--- src/hw/rtl/pps_pkg.sv ---
// shared types, constants and the arctangent table of the pure pursuit steering block
package pps_pkg;

   localparam int DATA_W = 58;
   localparam int ANG_W  = 22;

   localparam logic signed [ANG_W-1:0] ANG_PI      = 22'sd205887;
   localparam logic signed [ANG_W-1:0] ANG_HALF_PI = 22'sd102944;
   localparam logic signed [ANG_W-1:0] ANG_TWO_PI  = 22'sd411775;
   localparam logic signed [DATA_W-1:0] GAIN_INV_Q30 = 58'sd652032874;
   localparam logic signed [18:0] STEER_MAX = 19'sd25736;

   localparam logic MODE_VEC = 1'b0;
   localparam logic MODE_ROT = 1'b1;

   localparam logic KIND_LOAD  = 1'b0;
   localparam logic KIND_QUERY = 1'b1;

   localparam logic [1:0] CSR_LOOKAHEAD   = 2'd0;
   localparam logic [1:0] CSR_WHEELBASE   = 2'd1;
   localparam logic [1:0] CSR_PATH_LENGTH = 2'd2;

   typedef struct packed {
      logic cap;
      logic wr;
      logic k_clr;
      logic k_inc;
      logic k_best;
      logic diff;
      logic sqx;
      logic sqy;
      logic eval;
      logic bear_go;
      logic alpha_ld;
      logic alpha_step;
      logic sin_go;
      logic num_ld;
      logic steer_go;
      logic out_ld;
   } cmd_type;

   typedef struct packed {
      logic k_last;
      logic walk_more;
      logic alpha_ok;
      logic cordic_busy;
   } sts_type;

   function automatic logic [15:0] atan_entry(input logic [4:0] i);
      logic [15:0] r;
      case (i)
         5'd0:    r = 16'd51472;
         5'd1:    r = 16'd30386;
         5'd2:    r = 16'd16055;
         5'd3:    r = 16'd8150;
         5'd4:    r = 16'd4091;
         5'd5:    r = 16'd2047;
         5'd6:    r = 16'd1024;
         5'd7:    r = 16'd512;
         5'd8:    r = 16'd256;
         5'd9:    r = 16'd128;
         5'd10:   r = 16'd64;
         5'd11:   r = 16'd32;
         5'd12:   r = 16'd16;
         5'd13:   r = 16'd8;
         5'd14:   r = 16'd4;
         5'd15:   r = 16'd2;
         5'd16:   r = 16'd1;
         default: r = 16'd0;
      endcase
      return r;
   endfunction

endpackage

--- src/hw/rtl/pps_ctrl.sv ---
// sequencer for loads, the nearest point scan, the forward walk and the cordic passes
module pps_ctrl (
   input  logic                  clock,
   input  logic                  reset,
   input  logic                  req_valid,
   output logic                  req_stall,
   input  logic                  req_kind,
   output logic                  rsp_valid,
   input  logic                  rsp_stall,
   input  pps_pkg::sts_type      sts,
   output pps_pkg::cmd_type      cmd,
   input  logic                  slot_ok
);
   import pps_pkg::*;

   localparam logic [3:0] S_IDLE  = 4'd0;
   localparam logic [3:0] S_RD    = 4'd1;
   localparam logic [3:0] S_DIFF  = 4'd2;
   localparam logic [3:0] S_SQX   = 4'd3;
   localparam logic [3:0] S_SQY   = 4'd4;
   localparam logic [3:0] S_EVAL  = 4'd5;
   localparam logic [3:0] S_BEAR  = 4'd6;
   localparam logic [3:0] S_BWAIT = 4'd7;
   localparam logic [3:0] S_WRAP  = 4'd8;
   localparam logic [3:0] S_SIN   = 4'd9;
   localparam logic [3:0] S_SWAIT = 4'd10;
   localparam logic [3:0] S_NUM   = 4'd11;
   localparam logic [3:0] S_STEER = 4'd12;
   localparam logic [3:0] S_TWAIT = 4'd13;
   localparam logic [3:0] S_DONE  = 4'd14;

   logic [3:0] state_ff, state_in;
   logic       walk_ff, walk_in, rsp_valid_ff, rsp_valid_in, accept, rsp_free;

   assign req_stall = (state_ff != S_IDLE);
   assign accept    = req_valid && !req_stall;
   assign rsp_free  = !rsp_valid_ff || !rsp_stall;

   always_comb begin
      state_in     = state_ff;
      walk_in      = walk_ff;
      cmd          = '0;
      rsp_valid_in = rsp_valid_ff && rsp_stall;
      case (state_ff)
         S_IDLE: begin
            if (accept) begin
               if (req_kind == KIND_LOAD) begin
                  cmd.wr = slot_ok;
               end else begin
                  cmd.cap   = 1'b1;
                  cmd.k_clr = 1'b1;
                  walk_in   = 1'b0;
                  state_in  = S_RD;
               end
            end
         end
         S_RD:   state_in = S_DIFF;
         S_DIFF: begin
            cmd.diff = 1'b1;
            state_in = S_SQX;
         end
         S_SQX: begin
            cmd.sqx  = 1'b1;
            state_in = S_SQY;
         end
         S_SQY: begin
            cmd.sqy  = 1'b1;
            state_in = S_EVAL;
         end
         S_EVAL: begin
            if (!walk_ff) begin
               cmd.eval = 1'b1;
               if (sts.k_last) begin
                  cmd.k_best = 1'b1;
                  walk_in    = 1'b1;
               end else begin
                  cmd.k_inc = 1'b1;
               end
               state_in = S_RD;
            end else if (sts.walk_more) begin
               cmd.k_inc = 1'b1;
               state_in  = S_RD;
            end else begin
               state_in = S_BEAR;
            end
         end
         S_BEAR: begin
            cmd.bear_go = 1'b1;
            state_in    = S_BWAIT;
         end
         S_BWAIT: begin
            if (!sts.cordic_busy) begin
               cmd.alpha_ld = 1'b1;
               state_in     = S_WRAP;
            end
         end
         S_WRAP: begin
            cmd.alpha_step = 1'b1;
            if (sts.alpha_ok) begin
               state_in = S_SIN;
            end
         end
         S_SIN: begin
            cmd.sin_go = 1'b1;
            state_in   = S_SWAIT;
         end
         S_SWAIT: begin
            if (!sts.cordic_busy) begin
               state_in = S_NUM;
            end
         end
         S_NUM: begin
            cmd.num_ld = 1'b1;
            state_in   = S_STEER;
         end
         S_STEER: begin
            cmd.steer_go = 1'b1;
            state_in     = S_TWAIT;
         end
         S_TWAIT: begin
            if (!sts.cordic_busy) begin
               state_in = S_DONE;
            end
         end
         S_DONE: begin
            if (rsp_free) begin
               cmd.out_ld   = 1'b1;
               rsp_valid_in = 1'b1;
               state_in     = S_IDLE;
            end
         end
         default: state_in = S_IDLE;
      endcase
   end

   always_ff @(posedge clock) begin
      if (reset) begin
         state_ff     <= S_IDLE;
         walk_ff      <= 1'b0;
         rsp_valid_ff <= 1'b0;
      end else begin
         state_ff     <= state_in;
         walk_ff      <= walk_in;
         rsp_valid_ff <= rsp_valid_in;
      end
   end

   assign rsp_valid = rsp_valid_ff;

   a_out_free: assert property (@(posedge clock) disable iff (reset)
      cmd.out_ld |-> (!rsp_valid_ff || !rsp_stall))
      else $error("result overwritten while stalled");

   a_idle_cordic: assert property (@(posedge clock) disable iff (reset)
      (state_ff == S_IDLE) |-> !sts.cordic_busy)
      else $error("cordic running while idle");

   a_walk_entry: assert property (@(posedge clock) disable iff (reset)
      (state_ff == S_EVAL && !walk_ff && sts.k_last) |=> (walk_ff && state_ff == S_RD))
      else $error("scan did not hand over to the walk");

   a_load_no_run: assert property (@(posedge clock) disable iff (reset)
      (accept && req_kind == KIND_LOAD) |=> (state_ff == S_IDLE))
      else $error("load transfer started a query");

endmodule

--- config.mk ---
export PLATFORM = sky130hd
export DESIGN_NAME = pps_ctrl
export DESIGN_NICKNAME = d
export VERILOG_FILES = /design/src/hw/rtl/pps_pkg.sv /design/src/hw/rtl/pps_ctrl.sv
export SDC_FILE = /design/constraint.sdc
export NUM_CORES = 1
export LEC_CHECK = 0
export ABC_AREA = 1
export BUFFER_PORTS_ARGS = -buffer_cell sky130_fd_sc_hd__clkbuf_2
export CORE_AREA = 2 2 39 41
export DETAILED_ROUTE_END_ITERATION = 7
export DIE_AREA = 0 0 41 43
export HOLD_SLACK_MARGIN = 0.12
export PLACE_DENSITY = 0.76
export SLEW_MARGIN = 20
export SYNTH_ARGS = -nofsm -noshare
export SYNTH_HDL_FRONTEND = slang
export SYNTH_SLANG_ARGS = --single-unit
--- constraint.sdc ---
create_clock -name clock -period 3.49 [get_ports clock]
set_input_delay 0.698 -clock clock [delete_from_list [all_inputs] [get_ports clock]]
set_output_delay 0.698 -clock clock [all_outputs]
set_load 0.005 [all_outputs]
# After elaboration in Yosys (flattened, before gate mapping)
# Cells that the tools add are included.
# classes
n_eq_ne	21
muxes	40
n_reduce_logical	11
# op_table
cell	count
4-bit one-hot mux with 15 select lines	1
4-bit 2-to-1 mux	8
4-bit == test (second input constant)	7
1-bit 2-to-1 mux	26
4-bit by 3-bit == test with 1-bit output (second input constant)	4
2-bit inequality test (second input constant)	7
3-bit 2-to-1 mux	3
4-bit by 2-bit == test with 1-bit output (second input constant)	2
7-bit AND reduction	1
4-bit by 1-bit == test with 1-bit output (second input constant)	1
4-bit zero test	1
4-bit nonzero test	1
1-bit zero test	3
3-bit AND reduction	1
1-bit logical AND	2
2-bit 2-to-1 mux	1
1-bit one-hot mux with 2 select lines	1
2-bit nonzero test	1
1-bit logical OR	1
# word_totals
register_bits	6
inputBits	10
out_inout_bits	18
elab_cells	75

# Longest topological paths before layout
# Gate-level depths: netlist (run 1).
# depth
ltp_word	5
mapped_depth	9
depth_no_buf	8

# Least setup slack after synthesis (run 1)
# Ideal clock, no wire load.
# synth_path
path_kind	input port to output port
startpoint	input req_kind
endpoint	output cmd[15] in the netlist's numbering
arrival_ns	1.163
required_time_ns	2.792
path_slack_ns	1.629
stages	3
path_buffers	1
path_cell_list	inv_1 nor3_1 buf_4
# synth_rtl
element	line_no	rtl
from (decl)	pps_ctrl.sv:7	input logic req_kind,
to (decl)	pps_ctrl.sv:11	output pps_pkg::cmd_type cmd,

==> results.md, run 1 <==
* Outcome: completed
* WP buf/inv at 3
* GR Util met2 at 25.9%
* WL/cell at 9.18 um
* Most Used Layer, Global Route: met2
* Chip Height at 43 um
* Worst-path maximum fanout at 7
* Initial DRC Count at 12
* Met1 Use GR at 23.5%
* CP Data Arrival Time at 1.46 ns
* Core Rows at 14
* Avg Inst Size Synth at 5.57 um2
* Crit path cell chain: inv_2 > nor2_2 > nand2_2 > inv_2 > nand2_2 > a21oi_1 > clkbuf_2
* Pre-CTS setup slack at 1.58 ns
* First-pass GRT wire length at 2.18 mm
* Startpoint Class: flop
* Pwr/cell area at 297 nW/um2
* Clk pwr share at about 28%
* Drc violations at 0
* # setup viols final at 0
* Drt total wl at 1.36 mm
* Layout cells sized above 1 at 34.1%
* GRT Total Usage at between 10% and 20%
* Slew Viols, Final at 0
* CTS buffer count at 3
* Setup total negative slack at 0 ns
* Initial antenna violation count at 0
* Cells resized by post-CTS repair at 0
* Critical path class: flop to primary output
* DP Cell Count at 145
* Leakage at 0.463 nW
* Worst setup EP type: primary output
* Hold Vio Cnt, Final at 0
* Unrepaired setup endpoints after global routing: no
* Count of cell types in the netlist at 18
* Critical path's top delay family: flip-flops
* Sw Ratio at 35.2%
* IO Port Bufs at 27
* Core Box Area at between 1000 and 1500 um2
* Synth warnings at 0
* Min-delay worst type: flop to flop
* Final period utilization at 61.9%
* Post-Layout Cell Count at 148
* R2R Setup Slk at 2.12 ns
* P_int at roughly 140 uW
* Largest net degree at the start of global routing at 9
* Synthesized flop and latch total at 6
* Combinational share of power at 35.1%
* Worst vdd ir at 0.000177 V
* Psw at 77.2 uW
* Detailed-placement wirelength estimate at ~1.1 mm
* Hold_sp: walk_ff$_SDFFE_PP0P_
* H-tree depth at 1
* R2R cell count at 8
* Reg-to-reg startpoint: state_ff[0]$_SDFFE_PP0P_
* Initial Util at 41.9%
* Clock slew at reported path FFs at 0.04 ns
* Worst Skew at 0.000519 ns
* Area grow syn2layout at 27.4%
* Syn Inst Count at between 100 and 150
* Slowest stage cell, crit path: dfxtp_1
* Overall Power at 219 uW
* Via count at 718
* Die width at between 40 and 50 um
* Slew @ Worst Pin at 0.311 ns
* Cts hold-fix bufs at 0
* Diode count at 0
* Post-CTS setup buffer count at 0
* Crit path required time at 2.79 ns
* Gpl congestion at approximately 0.85
* Seq pwr share at 37.4%
* Worst hold stages at 2
* Clock insertion delay at the later pin of the skew report at approximately 0.23 ns
* Max Root-Sink Buffers at 2
* IO Pins at 28
* Post-Syn Nets at 114
* CTS sink count at 6
* Cell Area, Placed at 716 um2
* Total of max-cap violations at 0
* CTS root buf: clkbuf_4
* Design area at 738 um2
* Hold Worst Slack at 0.493 ns
* Minimum clock period at roughly 2.2 ns
* Largest stage delay, worst path at roughly 0.48 ns
* Final setup margin at 1.33 ns
* GRT overflow at 0
* Via density per instance at 4.85
* Seq/Total Area, Yosys at between 20% and 30%
* Max_slew headroom at between 70% and 80%
* CTS tree: built
* Vias in the first global route at 567
* Post-Syn Area at 579 um2
* Worst hold path endpoint: walk_ff$_SDFFE_PP0P_
* Met3 GRT Util at 1.57%
* Final ANT Viol Nets at 0
* Final #Nets at 144
* RR Endpoint: state_ff[2]$_SDFFE_PP0P_
* DRT Pass-1 Iters at 5
* Highest clock rate at 463 MHz
* Fin util at between 50 and 60%
* Die area at 1760 um2
tightest hold or removal path, stage by stage (launching register included):
cell,delay [ns]
dfxtp_1,0.32
nand2_1,0.07
a21oi_1,0.05
worst max path at each step:
stage,from,endpoint,slack [ns],depth (start not counted)
2_1_floorplan,req_kind,cmd[15],1.63,3
3_3_place_gp,req_valid,cmd[13],1.60,4
3_5_place_dp,req_valid,cmd[15],1.58,4
4_1_cts,state_ff[0]$_SDFFE_PP0P_,cmd[12],1.32,7
5_1_grt,state_ff[0]$_SDFFE_PP0P_,cmd[12],1.20,7
6_report,state_ff[0]$_SDFFE_PP0P_,cmd[12],1.33,7
sequential cells by signal (all words and copies together), names as in the netlist:
| register | cells |
|---|---|
| walk_ff | 1 |
| rsp_valid | 1 |
| state_ff | 4 |
synth_stat cells (all sizes together):
cell type  number  area [um2]
o21ai           5        25.0
dfxtp           6         120
inv            22        82.6
a21oi           7        35.0
a31o            1        8.76
nand2          30         135
nor2           21        93.8
nor3            2        10.0
nand3           8        50.1
buf             2        18.8
routing by layer:
| metal | wire length, um | up-vias |
|---|---|---|
| met5 | 0 | - |
| met1 | 598 | 330 |
| met3 | 29 | 4 |
| met2 | 716 | 11 |
| met4 | 14 | 0 |
| li1 | - | 373 |
cells in the final DEF, fill, tap and decap left out, types with 4 or more instances in the layout:
cell      netlist  final
a21oi_1         7      7
clkbuf_2        0     27
dfxtp_1         6      6
inv_1          19     19
nand2_1        25     25
nand3_1         6      6
nor2_1         17     17
o21ai_0         4      4
cell type report:
| type | count | area, um2 |
|---|---|---|
| flip-flops and latches | 6 | 120 |
| repair buffers | 27 | 135 |
| multi-input cells | 74 | 358 |
| inverters | 22 | 82.6 |
| fillers | 145 | 646 |
| clock buffers | 3 | 22.5 |
| well taps | 16 | 20.0 |
cells by family after synthesis:
logic type / synth area share (%)
buffers and inverters: 17.5
and+or+nand+nor: 49.9
AOI/OAI and AO/OA: 11.9
DFF: 20.7
power groups by stage:
stage / Sequential [mW] / Clock, mW / Combinational (mW)
finish: 0.0821 / 0.0604 / 0.0769
detailed placement: 0.0830 / 0 / 0.0770
CTS: 0.0818 / 0.0641 / 0.0774
global placement: 0.0831 / 0 / 0.0770
floorplan: 0.0810 / 0 / 0.0564
global route: 0.0832 / 0.0679 / 0.0872
Power figures use the tool's default switching activity.
==> run 2: changes to the inputs <==
--- a/config.mk
+++ b/config.mk
@@ -5,13 +5,13 @@
 export SDC_FILE = /design/constraint.sdc
 export NUM_CORES = 1
 export LEC_CHECK = 0
-export ABC_AREA = 1
+export ABC_AREA = 0
 export BUFFER_PORTS_ARGS = -buffer_cell sky130_fd_sc_hd__clkbuf_2
 export CORE_AREA = 2 2 39 41
 export DETAILED_ROUTE_END_ITERATION = 7
 export DIE_AREA = 0 0 41 43
 export HOLD_SLACK_MARGIN = 0.12
-export PLACE_DENSITY = 0.76
+export PLACE_DENSITY = 0.71
 export SLEW_MARGIN = 20
 export SYNTH_ARGS = -nofsm -noshare
 export SYNTH_HDL_FRONTEND = slang
==> constraint.sdc (replaced) <==
create_clock -name clock -period 2.1 [get_ports clock]
set_input_delay 0.42 -clock clock [delete_from_list [all_inputs] [get_ports clock]]
set_output_delay 0.42 -clock clock [all_outputs]
set_load 0.005 [all_outputs]
==> run 2 against run 1 <==
  * Critical endpoint is now cmd[11]
  * Sequential power up 140%
  * Die area did not move
  * Clock skew rose by 0.0049 ns
  * Sequential share of layout area up 1.7 points
  * Worst setup slack got worse by 1.2 ns
  * Global-route usage shrank 0.96 points
  * Design area is 6.6% lower
  * Largest power group is now combinational logic
  * Register-to-register slack worse by 1.6 ns
==> results.md, run 2 <==
* Post-Syn Area at 518 um2
* Psw at 237 uW
* Worst hold stages at 2
* Max_slew headroom at 74.1%
* WL/cell at 12.1 um
* # setup viols final at 0
* Pre-CTS setup slack at about 0.28 ns
* DRT Pass-1 Iters at 4
* Yosys top cell by area: dfxtp_1
* RR Endpoint: state_ff[0]$_SDFFE_PP0P_
* Seq pwr share at between 30% and 40%
* Final ANT Viol Nets at 0
* CTS root buf: clkbuf_4
* Min-delay worst type: input pin to flop
* Crit path required time at 1.68 ns
* Top FF cell, synth: dfxtp_1
* Hold Vio Cnt, Final at 0
* Slew @ Worst Pin at between 0.3 and 0.4 ns
* Via count at 610
* Fin util at 49.8%
* Unrepaired setup endpoints after global routing: no
* Synthesized flop and latch total at 6
* Drc violations at 0
* Max Root-Sink Buffers at 2
* IO Port Bufs at 27
* Layout cells sized above 1 at between 40 and 50%
* Cell Area, Placed at 652 um2
* Via density per instance at 5.40
* Count of cell types in the netlist at 29
* Post-Syn Nets at 80
* Core Box Area at about 1400 um2
* H-tree depth at 1
* Die width at ~41 um
* Clk pwr share at a little under a fifth
* Largest net degree at the start of global routing at 16
* Initial antenna violation count at 0
* Outcome: completed
* Drt total wl at 1.36 mm
* First-pass GRT wire length at 2.00 mm
* Post-CTS setup buffer count at 0
* Die area at 1760 um2
* Slew Viols, Final at 0
* Worst hold path endpoint: state_ff[3]$_SDFFE_PP0P_
* Syn Inst Count at 70
* Chip Height at 43 um
* Initial Util at 37.4%
* Core Rows at 14
* CTS tree: built
* R2R Setup Slk at 0.48 ns
* Seq/Total Area, Yosys at between 20% and 30%
* Leakage at 0.312 nW
* Avg Inst Size Synth at 7.40 um2
* Pwr/cell area at 849 nW/um2
* Diode count at 0
* Commonest non-fill, non-tap cells in the layout: clkbuf_2, nor3_1, nor2_1
* Worst Skew at 0.00538 ns
* Reg-to-reg startpoint: state_ff[2]$_SDFFE_PP0P_
* Overall Power at about 590 uW
* Worst setup EP type: primary output
* Critical path class: flop to primary output
* Share of the synthesized area in the top cell type at roughly 23%
* GRT Total Usage at between 10% and 20%
* Startpoint Class: flop
* Number of synthesized flops with an enable pin at 0
* Most numerous cell in the Yosys netlist: nor3_1
* GRT overflow at 0
* Clock slew at reported path FFs at 0.05 ns
* FFs w/ async S/R, synth at 0%
* Final #Nets at 109
* Setup total negative slack at 0 ns
* Synth warnings at 0
* R2R cell count at 5
* Total of max-cap violations at 0
* Synth top area cells: dfxtp_1, nor3_1, nor2_1, a211oi_2, nand2b_1
* Vias in the first global route at 498
* Largest Register: state_ff
* CTS sink count at 6
* P_int at 349 uW
* Sw Ratio at 40.5%
* CP Data Arrival Time at between 1.5 and 2 ns
* Final setup margin at 0.133 ns
* Commonest non-fill, non-tap cell in the layout: clkbuf_2
* Gpl congestion at about 0.8
* Synth cell count leaders: nor3_1, nor2_1, dfxtp_1
* Hold_sp: reset
* IO Pins at 28
* Worst-path maximum fanout at 15
* CTS buffer count at 3
* Worst vdd ir at between 0.0005 and 0.0006 V
* Minimum clock period at about 2.0 ns
* Highest clock rate at 508 MHz
* Largest register FFs at 4
* Combinational share of power at a little under half
* Area grow syn2layout at 33.1%
* Detailed-placement wirelength estimate at 968 um
* Clock insertion delay at the later pin of the skew report at approximately 0.24 ns
* Design area at ~690 um2
* Final period utilization at 93.7%
* Initial DRC Count at 17
## run 2: changes by cell type after synthesis, sizes merged, moves of 3 or more
| cell | previous run | this run |
|---|---|---|
| nand2 | 30 | 5 |
| inv | 22 | 3 |
| nor2 | 21 | 8 |
| nor3 | 2 | 9 |
| nand3 | 8 | 3 |
| nand2b | 0 | 4 |
| a21oi | 7 | 4 |
| buf | 2 | 5 |
| o21ai | 5 | 2 |
## run 2: layout make-up
class                      count  area (um2)
clock buffer                   3        22.5
sequential                     6         124
multi-input combinational     56         362
inverter                       3        11.3
fill                         135         694
timing repair buffer          29         150
tap                           16        20.0
## run 2: layer usage
| metal | vias up | track usage [%] | share of wire [%] |
|---|---|---|---|
| li1 | 312 | - | - |
| met1 | 279 | 22.8 | 46 |
| met2 | 19 | 22.8 | 47 |
| met3 | 0 | 3.14 | 6.3 |
| met4 | 0 | 9.33 | 0 |
| met5 | - | 0 | 0 |
## run 2: stage by stage
stage | hold slack, ns | std cells
2_1_floorplan | 0.478 | 70
3_3_place_gp | 0.515 | 110
3_5_place_dp | 0.514 | 110
4_1_cts | 0.445 | 113
5_1_grt | 0.451 | 113
6_report | 0.446 | 113
## run 2: power by group through the flow
| stage | clock [mW] | sequential (mW) | combinational [mW] |
|---|---|---|---|
| finish | 0.107 | 0.199 | 0.279 |
| global placement | 0 | 0.189 | 0.261 |
| detailed placement | 0 | 0.189 | 0.264 |
| floorplan | 0 | 0.160 | 0.232 |
| CTS | 0.111 | 0.187 | 0.265 |
| global route | 0.117 | 0.206 | 0.315 |
## run 2: how the worst max path moves through the flow
stage | start | to | slack, ns | cells past startpoint
final | state_ff[3]$_SDFFE_PP0P_ | cmd[11] | 0.13 | 5
after global routing | state_ff[3]$_SDFFE_PP0P_ | cmd[11] | 0.02 | 5
after CTS | state_ff[3]$_SDFFE_PP0P_ | cmd[11] | 0.01 | 5
after detailed placement | state_ff[3]$_SDFFE_PP0P_ | cmd[11] | 0.28 | 5
after global placement | state_ff[3]$_SDFFE_PP0P_ | cmd[11] | 0.29 | 5
after floorplan | state_ff[3]$_SDFFE_PP0P_ | cmd[15] | 0.52 | 4
## run 2: critical path, cell delays in order (launching register included)
cell	delay [ns]
dfxtp_2	0.40
nand2b_2	0.26
or2_1	0.28
nor2_1	0.11
and2_1	0.13
clkbuf_2	0.11
## run 2: cells by family after synthesis
group                  synth area share (%)
AND/OR/NAND/NOR                        38.6
AO/OA/AOI/OAI                          27.3
buffers and inverters                  9.18
flip-flops                             23.2
XOR/XNOR                               1.69
## run 2: timing repair
item                                    in CTS  in global routing
endpoints found under the setup margin       0                  3
hold buffers                                 0                  0
gates resized for setup                      0                  5
